--- src/sv/multiset_bag_table_core_assert.svh ---
// Assertion macros used by the bag table sequencer.
`ifndef MULTISET_BAG_TABLE_CORE_ASSERT_SVH
`define MULTISET_BAG_TABLE_CORE_ASSERT_SVH

// Same-cycle implication, checked on clk, off during rst.
`define MBT_ASSERT_IMPL(label, ante, cons) \
  label: assert property (@(posedge clk) disable iff (rst) (ante) |-> (cons)) \
    else $error("bag table assertion failed");

// Next-cycle implication, checked on clk, off during rst.
`define MBT_ASSERT_NEXT(label, ante, cons) \
  label: assert property (@(posedge clk) disable iff (rst) (ante) |=> (cons)) \
    else $error("bag table assertion failed");

`endif

--- src/sv/mbt_pkg.sv ---
// Shared types and codes for the bag table.
package mbt_pkg;

  localparam int DEF_CAPACITY_ITEMS = 32;
  localparam int DEF_ITEM_WIDTH     = 16;

  localparam int ACT_W   = 2;
  localparam int VALUE_W = 16;
  localparam int STAT_W  = 2;
  localparam int FIELD_W = 6;

  localparam logic [ACT_W-1:0] ACT_INSERT = 2'd0;
  localparam logic [ACT_W-1:0] ACT_REMOVE = 2'd1;
  localparam logic [ACT_W-1:0] ACT_COUNT  = 2'd2;

  localparam logic [STAT_W-1:0] ST_DONE    = 2'd0;
  localparam logic [STAT_W-1:0] ST_FULL    = 2'd1;
  localparam logic [STAT_W-1:0] ST_MISSING = 2'd2;

  typedef struct packed {
    logic rd_en;
    logic wr_en;
  } mem_ctl_t;

  typedef struct packed {
    logic [STAT_W-1:0]  status;
    logic [FIELD_W-1:0] occurrences;
    logic [FIELD_W-1:0] size;
  } res_t;

endpackage

--- src/sv/mbt_mem.sv ---
// Entry store: one write port, one registered read port.
module mbt_mem #(
  parameter int DEPTH = mbt_pkg::DEF_CAPACITY_ITEMS,
  parameter int WIDTH = mbt_pkg::DEF_ITEM_WIDTH,
  localparam int AW = (DEPTH > 1) ? $clog2(DEPTH) : 1
) (
  input  logic              clk,
  input  mbt_pkg::mem_ctl_t mem_ctl,
  input  logic [AW-1:0]     rd_addr,
  input  logic [AW-1:0]     wr_addr,
  input  logic [WIDTH-1:0]  wr_data,
  output logic [WIDTH-1:0]  rd_data
);
  import mbt_pkg::*;

  logic [WIDTH-1:0] mem [DEPTH];

  always_ff @(posedge clk) begin
    if (mem_ctl.wr_en) begin
      mem[wr_addr] <= wr_data;
    end
  end

  always_ff @(posedge clk) begin
    if (mem_ctl.rd_en) begin
      rd_data <= mem[rd_addr];
    end
  end

endmodule

--- src/sv/mbt_ctrl.sv ---
// Sequencer: insert, scan for remove/count, move last entry into the hole.
`include "multiset_bag_table_core_assert.svh"

module mbt_ctrl #(
  parameter int CAPACITY_ITEMS = mbt_pkg::DEF_CAPACITY_ITEMS,
  parameter int ITEM_WIDTH     = mbt_pkg::DEF_ITEM_WIDTH,
  localparam int CNT_W = $clog2(CAPACITY_ITEMS + 1),
  localparam int IDX_W = (CAPACITY_ITEMS > 1) ? $clog2(CAPACITY_ITEMS) : 1
) (
  input  logic                        clk,
  input  logic                        rst,
  input  logic                        in_valid,
  output logic                        in_ready,
  input  logic [mbt_pkg::ACT_W-1:0]   action,
  input  logic [mbt_pkg::VALUE_W-1:0] value,
  output logic                        res_valid,
  input  logic                        res_ready,
  output mbt_pkg::res_t               res,
  output mbt_pkg::mem_ctl_t           mem_ctl,
  output logic [IDX_W-1:0]            rd_addr,
  output logic [IDX_W-1:0]            wr_addr,
  output logic [ITEM_WIDTH-1:0]       wr_data,
  input  logic [ITEM_WIDTH-1:0]       rd_data
);
  import mbt_pkg::*;

  localparam logic [2:0] S_IDLE  = 3'd0;
  localparam logic [2:0] S_SCAN  = 3'd1;
  localparam logic [2:0] S_LAST  = 3'd2;
  localparam logic [2:0] S_MOVE  = 3'd3;
  localparam logic [2:0] S_REPLY = 3'd4;

  localparam logic [CNT_W-1:0] CAP_CNT = CNT_W'(CAPACITY_ITEMS);
  localparam logic [CNT_W-1:0] ONE     = CNT_W'(1);

  logic [2:0]            state;
  logic [CNT_W-1:0]      count;
  logic [CNT_W-1:0]      idx;
  logic [CNT_W-1:0]      hits;
  logic [CNT_W-1:0]      last;
  logic                  pend;
  logic [IDX_W-1:0]      pend_idx;
  logic [IDX_W-1:0]      slot;
  logic [ACT_W-1:0]      act;
  logic [ITEM_WIDTH-1:0] key;
  logic [STAT_W-1:0]     status;
  logic                  match;

  assign last      = count - ONE;
  assign match     = pend && (rd_data == key);
  assign in_ready  = (state == S_IDLE);
  assign res_valid = (state == S_REPLY);

  always_comb begin
    res.status      = status;
    res.occurrences = FIELD_W'(hits);
    res.size        = FIELD_W'(count);
  end

  always_comb begin
    mem_ctl = '0;
    rd_addr = idx[IDX_W-1:0];
    wr_addr = count[IDX_W-1:0];
    wr_data = ITEM_WIDTH'(value);
    unique case (state)
      S_IDLE: begin
        // insert appends at slot count in the accept cycle
        mem_ctl.wr_en = in_valid && (action == ACT_INSERT) && (count != CAP_CNT);
      end
      S_SCAN: begin
        mem_ctl.rd_en = (idx != count);
      end
      S_LAST: begin
        mem_ctl.rd_en = 1'b1;
        rd_addr       = last[IDX_W-1:0];
      end
      S_MOVE: begin
        mem_ctl.wr_en = 1'b1;
        wr_addr       = slot;
        wr_data       = rd_data;
      end
      S_REPLY: begin
      end
      default: begin
      end
    endcase
  end

  always_ff @(posedge clk) begin
    if (rst) begin
      state <= S_IDLE;
      count <= '0;
      pend  <= 1'b0;
    end else begin
      pend <= 1'b0;
      unique case (state)
        S_IDLE: begin
          if (in_valid) begin
            act    <= action;
            key    <= ITEM_WIDTH'(value);
            hits   <= '0;
            idx    <= '0;
            status <= ST_DONE;
            state  <= S_REPLY;
            unique case (action) inside
              ACT_INSERT: begin
                if (count == CAP_CNT) begin
                  status <= ST_FULL;
                end else begin
                  count <= count + ONE;
                end
              end
              ACT_REMOVE, ACT_COUNT: begin
                if (count == '0) begin
                  status <= (action == ACT_REMOVE) ? ST_MISSING : ST_DONE;
                end else begin
                  state <= S_SCAN;
                end
              end
              default: begin
              end
            endcase
          end
        end
        S_SCAN: begin
          if (idx != count) begin
            pend     <= 1'b1;
            pend_idx <= idx[IDX_W-1:0];
            idx      <= idx + ONE;
          end
          // compare works on the data read for the previous scan address
          if (match) begin
            if (act == ACT_REMOVE) begin
              slot  <= pend_idx;
              pend  <= 1'b0;
              state <= S_LAST;
            end else begin
              hits <= hits + ONE;
            end
          end else if (!pend && (idx == count)) begin
            status <= (act == ACT_REMOVE) ? ST_MISSING : ST_DONE;
            state  <= S_REPLY;
          end
        end
        S_LAST: begin
          state <= S_MOVE;
        end
        S_MOVE: begin
          count <= last;
          state <= S_REPLY;
        end
        S_REPLY: begin
          if (res_ready) begin
            state <= S_IDLE;
          end
        end
        default: begin
          state <= S_IDLE;
        end
      endcase
    end
  end

  `MBT_ASSERT_IMPL(a_count_bound, 1'b1, count <= CAP_CNT)
  `MBT_ASSERT_IMPL(a_write_phase, mem_ctl.wr_en, (state == S_IDLE) || (state == S_MOVE))
  `MBT_ASSERT_IMPL(a_full_status, res_valid && (status == ST_FULL), count == CAP_CNT)
  `MBT_ASSERT_NEXT(a_reply_done, res_valid && res_ready, state == S_IDLE)
  `MBT_ASSERT_NEXT(a_move_shrinks, state == S_MOVE, count == $past(count) - ONE)

endmodule

--- src/sv/multiset_bag_table_core.sv ---
// Top level of the bag table: sequencer, entry store and result register.
//
//  channel | handshake           | payload
//  --------+---------------------+-----------------------------
//  in      | in_valid / in_ready | action, value
//  out     | out_valid/out_ready | status, occurrences, size
//
// Insert, unused actions, remove/count on an empty bag: no scan, straight to the reply.
// Remove/count with entries held: the single read port scans one entry per cycle; a
// remove that finds its value then reads the last entry and moves it into the hole.
// The next request is taken once the result has entered the output register.
// rst (synchronous) empties the bag; the entry store needs no clearing.
// Requests are taken while a result waits in the output register; a later result waits.
module multiset_bag_table_core #(
  parameter int CAPACITY_ITEMS = mbt_pkg::DEF_CAPACITY_ITEMS,
  parameter int ITEM_WIDTH     = mbt_pkg::DEF_ITEM_WIDTH
) (
  input  logic                        clk,
  input  logic                        rst,
  input  logic                        in_valid,
  output logic                        in_ready,
  input  logic [mbt_pkg::ACT_W-1:0]   action,
  input  logic [mbt_pkg::VALUE_W-1:0] value,
  output logic                        out_valid,
  input  logic                        out_ready,
  output logic [mbt_pkg::STAT_W-1:0]  status,
  output logic [mbt_pkg::FIELD_W-1:0] occurrences,
  output logic [mbt_pkg::FIELD_W-1:0] size
);
  import mbt_pkg::*;

  localparam int IDX_W = (CAPACITY_ITEMS > 1) ? $clog2(CAPACITY_ITEMS) : 1;

  mem_ctl_t              mem_ctl;
  logic [IDX_W-1:0]      rd_addr;
  logic [IDX_W-1:0]      wr_addr;
  logic [ITEM_WIDTH-1:0] wr_data;
  logic [ITEM_WIDTH-1:0] rd_data;
  res_t                  res;
  logic                  res_valid;
  logic                  res_ready;

  mbt_ctrl #(
    .CAPACITY_ITEMS (CAPACITY_ITEMS),
    .ITEM_WIDTH     (ITEM_WIDTH)
  ) u_ctrl (
    .clk       (clk),
    .rst       (rst),
    .in_valid  (in_valid),
    .in_ready  (in_ready),
    .action    (action),
    .value     (value),
    .res_valid (res_valid),
    .res_ready (res_ready),
    .res       (res),
    .mem_ctl   (mem_ctl),
    .rd_addr   (rd_addr),
    .wr_addr   (wr_addr),
    .wr_data   (wr_data),
    .rd_data   (rd_data)
  );

  mbt_mem #(
    .DEPTH (CAPACITY_ITEMS),
    .WIDTH (ITEM_WIDTH)
  ) u_mem (
    .clk     (clk),
    .mem_ctl (mem_ctl),
    .rd_addr (rd_addr),
    .wr_addr (wr_addr),
    .wr_data (wr_data),
    .rd_data (rd_data)
  );

  assign res_ready = !out_valid || out_ready;

  always_ff @(posedge clk) begin
    if (rst) begin
      out_valid <= 1'b0;
    end else if (res_valid && res_ready) begin
      out_valid <= 1'b1;
    end else if (out_ready) begin
      out_valid <= 1'b0;
    end
  end

  always_ff @(posedge clk) begin
    if (res_valid && res_ready) begin
      status      <= res.status;
      occurrences <= res.occurrences;
      size        <= res.size;
    end
  end

endmodule
--- config.mk ---
export PLATFORM = sky130hd
export DESIGN_NAME = multiset_bag_table_core
export DESIGN_NICKNAME = d
export VERILOG_FILES = /design/src/sv/mbt_pkg.sv /design/src/sv/mbt_mem.sv /design/src/sv/mbt_ctrl.sv /design/src/sv/multiset_bag_table_core.sv
export VERILOG_INCLUDE_DIRS = /design/src /design/src/sv
export SDC_FILE = /design/constraint.sdc
export NUM_CORES = 1
export LEC_CHECK = 0
export ABC_AREA = 1
export BUFFER_PORTS_ARGS = -buffer_cell sky130_fd_sc_hd__buf_4
export CAP_MARGIN = 20
export CORE_AREA = 4 4 241 243
export CTS_CLUSTER_DIAMETER = 200
export DETAILED_ROUTE_END_ITERATION = 10
export DIE_AREA = 0 0 245 247
export GPL_TIMING_DRIVEN = 0
export SLEW_MARGIN = 20
export SYNTH_ARGS = -nofsm -noshare
export SYNTH_HDL_FRONTEND = slang
export SYNTH_HIERARCHICAL = 1
export SYNTH_SLANG_ARGS = --single-unit
--- constraint.sdc ---
create_clock -name clk -period 8 [get_ports clk]
set_input_delay 1.2 -clock clk [delete_from_list [all_inputs] [get_ports clk]]
set_output_delay 1.2 -clock clk [all_outputs]
set_load 0.05 [all_outputs]
Yosys cells after proc, flatten, opt, wreduce, memory -nomap -nowiden
Memories as Yosys holds them, arrays and structs flattened. A register that Yosys moved wholly into a read port is not among the register bits.
Cells that the tools add are included.

word-level totals
  memory bits (writable) = 512
  memories kept = 1
  bits in registers = 67
  word-level logic and storage cells = 107

cells by class
  reductions and logical operators = 24
  add/subtract/negate cells = 4
  multiplexer cells = 39
  bitwise gates (word level) = 2
  equal/unequal tests = 23

memories
  memory     depth  bits a word  rd ports  clocked after Yosys merged registers in  write ports  RTL line       source
  u_mem.mem  32     16           1         1                                        1            mbt_mem.sv:16  logic [WIDTH-1:0] mem [DEPTH];

operators by type and width
  kind                                                 number
  two-way mux 6 bit                                    7
  one-hot mux 6 bit (2 select lines)                   3
  two-way mux 3 bit                                    7
  adder 6 x 1 -> 6 bit, second input constant          3
  equality test 16 bit                                 1
  two-way mux 16 bit                                   1
  AND reduction 4 bit                                  4
  one-hot mux 3 bit (5 select lines)                   1
  two-way mux 2 bit                                    6
  two-way mux 5 bit                                    2
  != test 2 x 1 -> 1 bit, second input constant        5
  AND reduction 5 bit                                  2
  two-way mux 1 bit                                    8
  != test 2 bit, second input constant                 4
  one-hot mux 2 bit (2 select lines)                   2
  equality test 3 x 2 -> 1 bit, second input constant  2
  equality test 6 bit                                  1
  equality test 6 bit, second input constant           1
  zero test 6 bit                                      1
  != test 6 bit                                        1
  != test 6 bit, second input constant                 1
  AND reduction 3 bit                                  2
  nonzero test 2 bit                                   3
  subtractor 6 x 1 -> 6 bit, second input constant     1
  14 further kinds                                     23

Depth between registers and ports, before layout
  depth in word-level cells = 6
  mapped depth = 16
  depth with buffers taken out = 13

Hierarchy
Netlist, hierarchy kept.

by module, submodules not included
  module                   times used  cells each  area each (µm²)
  mbt_mem                  1           1794        21461.8
  mbt_ctrl                 1           399         3088.0
  multiset_bag_table_core  1           20          467.9

Least setup slack after synthesis
Ideal clock, no wire load.

  path type = input port to flip-flop
  start point = in action[1] (netlist name)
  end point = mem u_mem/mem[31][0] (netlist name), enable pin
  required time = 7.612 ns
  path buffers = 0
  data arrival time = 2.676 ns
  stages = 6
  path slack = 4.935 ns
  cell sequence = inv_1 -> ha_1 -> nand4_2 -> nand2_4 -> nand3_1 -> nor2_1

RTL lines
  what             RTL line                       source
  start, declared  multiset_bag_table_core.sv:22  input logic [mbt_pkg::ACT_W-1:0] action,
  end, declared    mbt_mem.sv:16

Worst setup path after layout
  start point = reg u_ctrl.state[2]
  end point = mem u_mem/mem[7][8] (netlist name), enable pin

on the way
  elaborated cells between the ends (all ways) = 6

RTL lines
  what                          RTL line                       source
  start, declared               mbt_ctrl.sv:36                 logic [2:0] state;
  start signal, assigned        mbt_ctrl.sv:91                 state <= S_IDLE;
  start signal, assigned        mbt_ctrl.sv:104                state <= S_REPLY;
  start signal, assigned        mbt_ctrl.sv:117                state <= S_SCAN;
  equality test 3 x 2 -> 1 bit  mbt_ctrl.sv:65                 unique case (state)
  two-way mux 5 bit             mbt_ctrl.sv:65
  named net wr_addr[0]          multiset_bag_table_core.sv:36  logic [IDX_W-1:0] wr_addr;

The timed path passes the listed nets, and every way through them passes these cells.

==> impl_results.md <==
- Fin crit share: 0.451
- First-pass GRT wire length: 105,000 microns
- Slew @ Worst Pin: 1.15 ns
- Leakage: 11.0 nW
- Metal2 WL: 32,300 microns
- DR WL/cell: 22.7 microns
- Overall routed net length: 71,700 microns
- Simple-gate share of the synthesized area: 0.228
- DIE AREA: 60,500 sq um
- Max-slew violation count: 0
- Post-synthesis mux area share: 0
- Post-CTS setup buffers: 0
- Share of the synthesized area in the top cell type: 0.701
- Total negative slack: 0 ns
- IO Count: 38
- Antenna viol nets, final: 0
- Outcome: complete, no violations
- Startpoint types: flip-flop
- Mapped Cells: 2,213
- Adder-cell area share of the yosys netlist: 0.00350
- DP HPWL: 50,300 microns
- H-Tree Level Count: 2
- CTS hold repair buffers: 0
- Avg Cell Area, Syn: 11.3 sq um
- Vias in the first global route: 16,300
- Final count of negative-setup-slack endpoints: 0
- Clock Power Share: 0.357
- Net Switching: 2.29 mW
- Worst Setup End Kind: flip-flop
- CTS Buffer Depth: 3
- Register-to-Register Path Depth: 8
- Combinational Power Share: 0.192
- Worst-skew pair later-pin latency: 0.63 ns
- Initial Utilization: 0.447
- Met1 WL: 30,400 microns
- Site row count: 87
- Antenna violations before repair: 0
- Final Hold Vio Count: 0
- Net count after synthesis: 2,242
- Post-route insts no fill: 3,165
- Final Wtd Congestion: 0.923
- Post-CTS sizing: 0
- Top FF cell, synth: edfxtp_1
- Core outline area: 56,000 sq um
- I/O Buffers: 37
- Post-Syn Area: 25,000 sq um
- HP Start: u_ctrl/pend_idx[2]
- Max_cap viols: 0
- Crit Path Max Fanout: 11
- Core Util, Final: 0.523
- Largest net degree at the start of global routing: 33
- All-Layer GR Usage: 0.236
- CTS tree: done
- Clock sink total: 595
- Hold path endpoint: u_ctrl/slot[2]
- Hold depth: 0
- Grt ovf: 0
- Register area share after synthesis: 0.710
- R2r setup slk: 4.39 ns
- Peak VDD IR: 0.167 mV
- First DRT Iteration DRCs: 1,934
- WL met3: 6300 microns
- Final nets: 2,388
- Die W: 245 microns
- Unrepaired setup endpoints after global routing: no
- Post-Route Skew: 0.0350 ns
- FF+latch count, synth: 595
- # DRC: 0
- R2R Path Start: u_ctrl/state[2]
- Die Ht: 247 microns
- Share of layout cells above drive strength 1: 0.139
- Data arrival, critical path: 3.94 ns
- Largest family of logic cells by synthesized area: simple AND/OR/NAND/NOR gates
- Via Count: 17,100
- Sequential power share: 0.451
- Uppermost routed layer: met4
- Root Buffer: clkbuf_16
- Switching share of power: 0.290
- Post-placement cell count: 3,053
- Asr flop ratio synth: 0
- Synth warnings: 6
- Distinct cell type count after synthesis: 40
- End of the worst register-to-register path: u_mem/mem[7][8]
- Hold WS: 0.418 ns
- Critical Path RT: 8.33 ns
- Post-synth EDFFs: 584
- Worst Hold Class: reg2reg
- Vias per cell: 5.41
- Clock Pin Slew Worst Setup and Hold Paths: 0.06 ns
- Xor/xnor share of the synthesized area: 0.00280
- Slew margin rel.: 0.225
- CP Class: reg2reg
- Area grow syn2layout: 17.0%
- Complex-gate fraction of the synthesized area: 0.0119
- Largest cells by area after synthesis: edfxtp_1 70%, nand2_1 13%, nand3_1 8.2%, buf_6 1.1%, inv_1 1.0%
- CTS Buf Count: 60
- Fin crit period: 3.61 ns
- F_max: 0.277 GHz
- P_int: 5.61 mW
- Pre-antenna DRT Iters: 6
- Cell taking the most area after synthesis: edfxtp_1
- Cell Pwr Density: 270 nW/um^2
==> power groups by stage <==
stage                     clock [mW]  combinational (mW)  sequential, mW
after floorplan                    0               0.880            3.67
after global placement             0                1.44            3.64
after detailed placement           0                1.49            3.63
after CTS                       2.87                1.50            3.57
after global routing            2.99                1.64            3.57
final                           2.82                1.51            3.57
==> through the flow <==
step	setup slack [ns]	power, mW	cell area, sq um
after floorplan	4.94	4.55	25000
after global placement	1.94	5.08	26200
after detailed placement	4.33	5.12	27300
after CTS	4.42	7.93	29300
after global routing	4.19	8.20	29300
final	4.39	7.90	29300
==> logic make-up after synthesis <==
kind of cell / count (synthesis)
buffers and inverters: 193
AO/OA/AOI/OAI: 54
flip-flops: 595
adder cells (fa/ha/maj): 7
XOR/XNOR: 8
AND/OR/NAND/NOR: 1356
==> state kept, by name, summed over array words and instances (netlist names) <==
| name | flops |
|---|---|
| occurrences | 6 |
| out_valid | 1 |
| u_mem/mem | 512 |
| u_ctrl/status | 2 |
| u_ctrl/slot | 5 |
| size | 6 |
| u_ctrl/pend | 1 |
| u_ctrl/hits | 6 |
| status | 2 |
| u_ctrl/key | 16 |
| u_ctrl/count | 6 |
| u_ctrl/act | 2 |
| u_ctrl/pend_idx | 5 |
| u_ctrl/state | 3 |
| u_ctrl/idx | 6 |
| u_mem/rd_data | 16 |
==> Yosys cell counts, types with 2 or more instances <==
cell type	n
inv_2	11
nand2_1	841
nand2_2	3
a21oi_2	2
buf_4	29
a21oi_1	9
nand4_1	7
o21ai_0	32
ha_1	7
nand3_1	410
a31oi_1	4
or2_2	2
nor3b_1	2
o21ai_1	2
nor2_2	4
xor2_1	2
edfxtp_1	584
buf_2	33
xnor2_1	6
buf_6	25
dfxtp_1	11
buf_1	2
nor3_1	11
nand3_2	2
nor2_1	66
nor4_1	4
clkbuf_1	23
inv_1	67
==> how the worst max path moves through the flow <==
| stage | startpoint | to | slack (ns) | depth (start not counted) |
|---|---|---|---|---|
| 2_1_floorplan | action[1] | u_mem/mem[31][0] | 4.94 | 6 |
| 3_3_place_gp | u_ctrl/state[0] | u_mem/mem[10][9] | 1.94 | 3 |
| 3_5_place_dp | action[1] | u_mem/mem[7][8] | 4.33 | 8 |
| 4_1_cts | u_ctrl/state[1] | u_mem/rd_data[6] | 4.42 | 12 |
| 5_1_grt | u_ctrl/state[1] | u_mem/rd_data[10] | 4.19 | 12 |
| 6_report | u_ctrl/state[2] | u_mem/mem[7][8] | 4.39 | 8 |
==> final cells by class <==
cell class | count | area [sq um]
Antenna cell | 1 | 2.50
Buffer | 114 | 793
Clock buffer | 76 | 1590
Clock inverter | 35 | 375
Fill cell | 4870 | 26700
Inverter | 79 | 302
Multi-Input combinational cell | 1425 | 6400
Sequential cell | 595 | 17800
Tap cell | 756 | 946
Timing Repair Buffer | 84 | 1100
==> critical path: stages (launching register included) <==
cell	delay [ns]
dfxtp_1	0.36
inv_1	0.08
nand3_2	0.19
inv_2	0.13
clkbuf_1	0.22
o21ai_0	0.70
nand3_1	0.65
nor2_2	0.75
buf_8	0.24
==> per-layer routing <==
layer | global-route usage | vias to the layer above
li1 | - | 7946
met1 | 0.331 | 8278
met2 | 0.373 | 746
met3 | 0.0416 | 142
met4 | 0.0829 | 0
met5 | 0 | -
==> layout by cell type (no fill, tap or decap), types with 8 or more instances in the layout <==
| cell | instances |
|---|---|
| nor2_1 | 34 |
| buf_4 | 67 |
| bufinv_16 | 8 |
| buf_8 | 25 |
| clkbuf_16 | 60 |
| buf_6 | 33 |
| o21ai_4 | 12 |
| inv_1 | 67 |
| o21ai_0 | 20 |
| a21oi_1 | 8 |
| clkinv_1 | 14 |
| dfxtp_1 | 11 |
| nand3_1 | 410 |
| nor2_2 | 36 |
| edfxtp_1 | 584 |
| clkbuf_1 | 36 |
| nand2_1 | 837 |
| buf_16 | 11 |
| buf_2 | 33 |
| clkinv_2 | 10 |
| nor3_1 | 10 |
| inv_2 | 11 |
No activity file was read; power rests on OpenSTA's default activity.
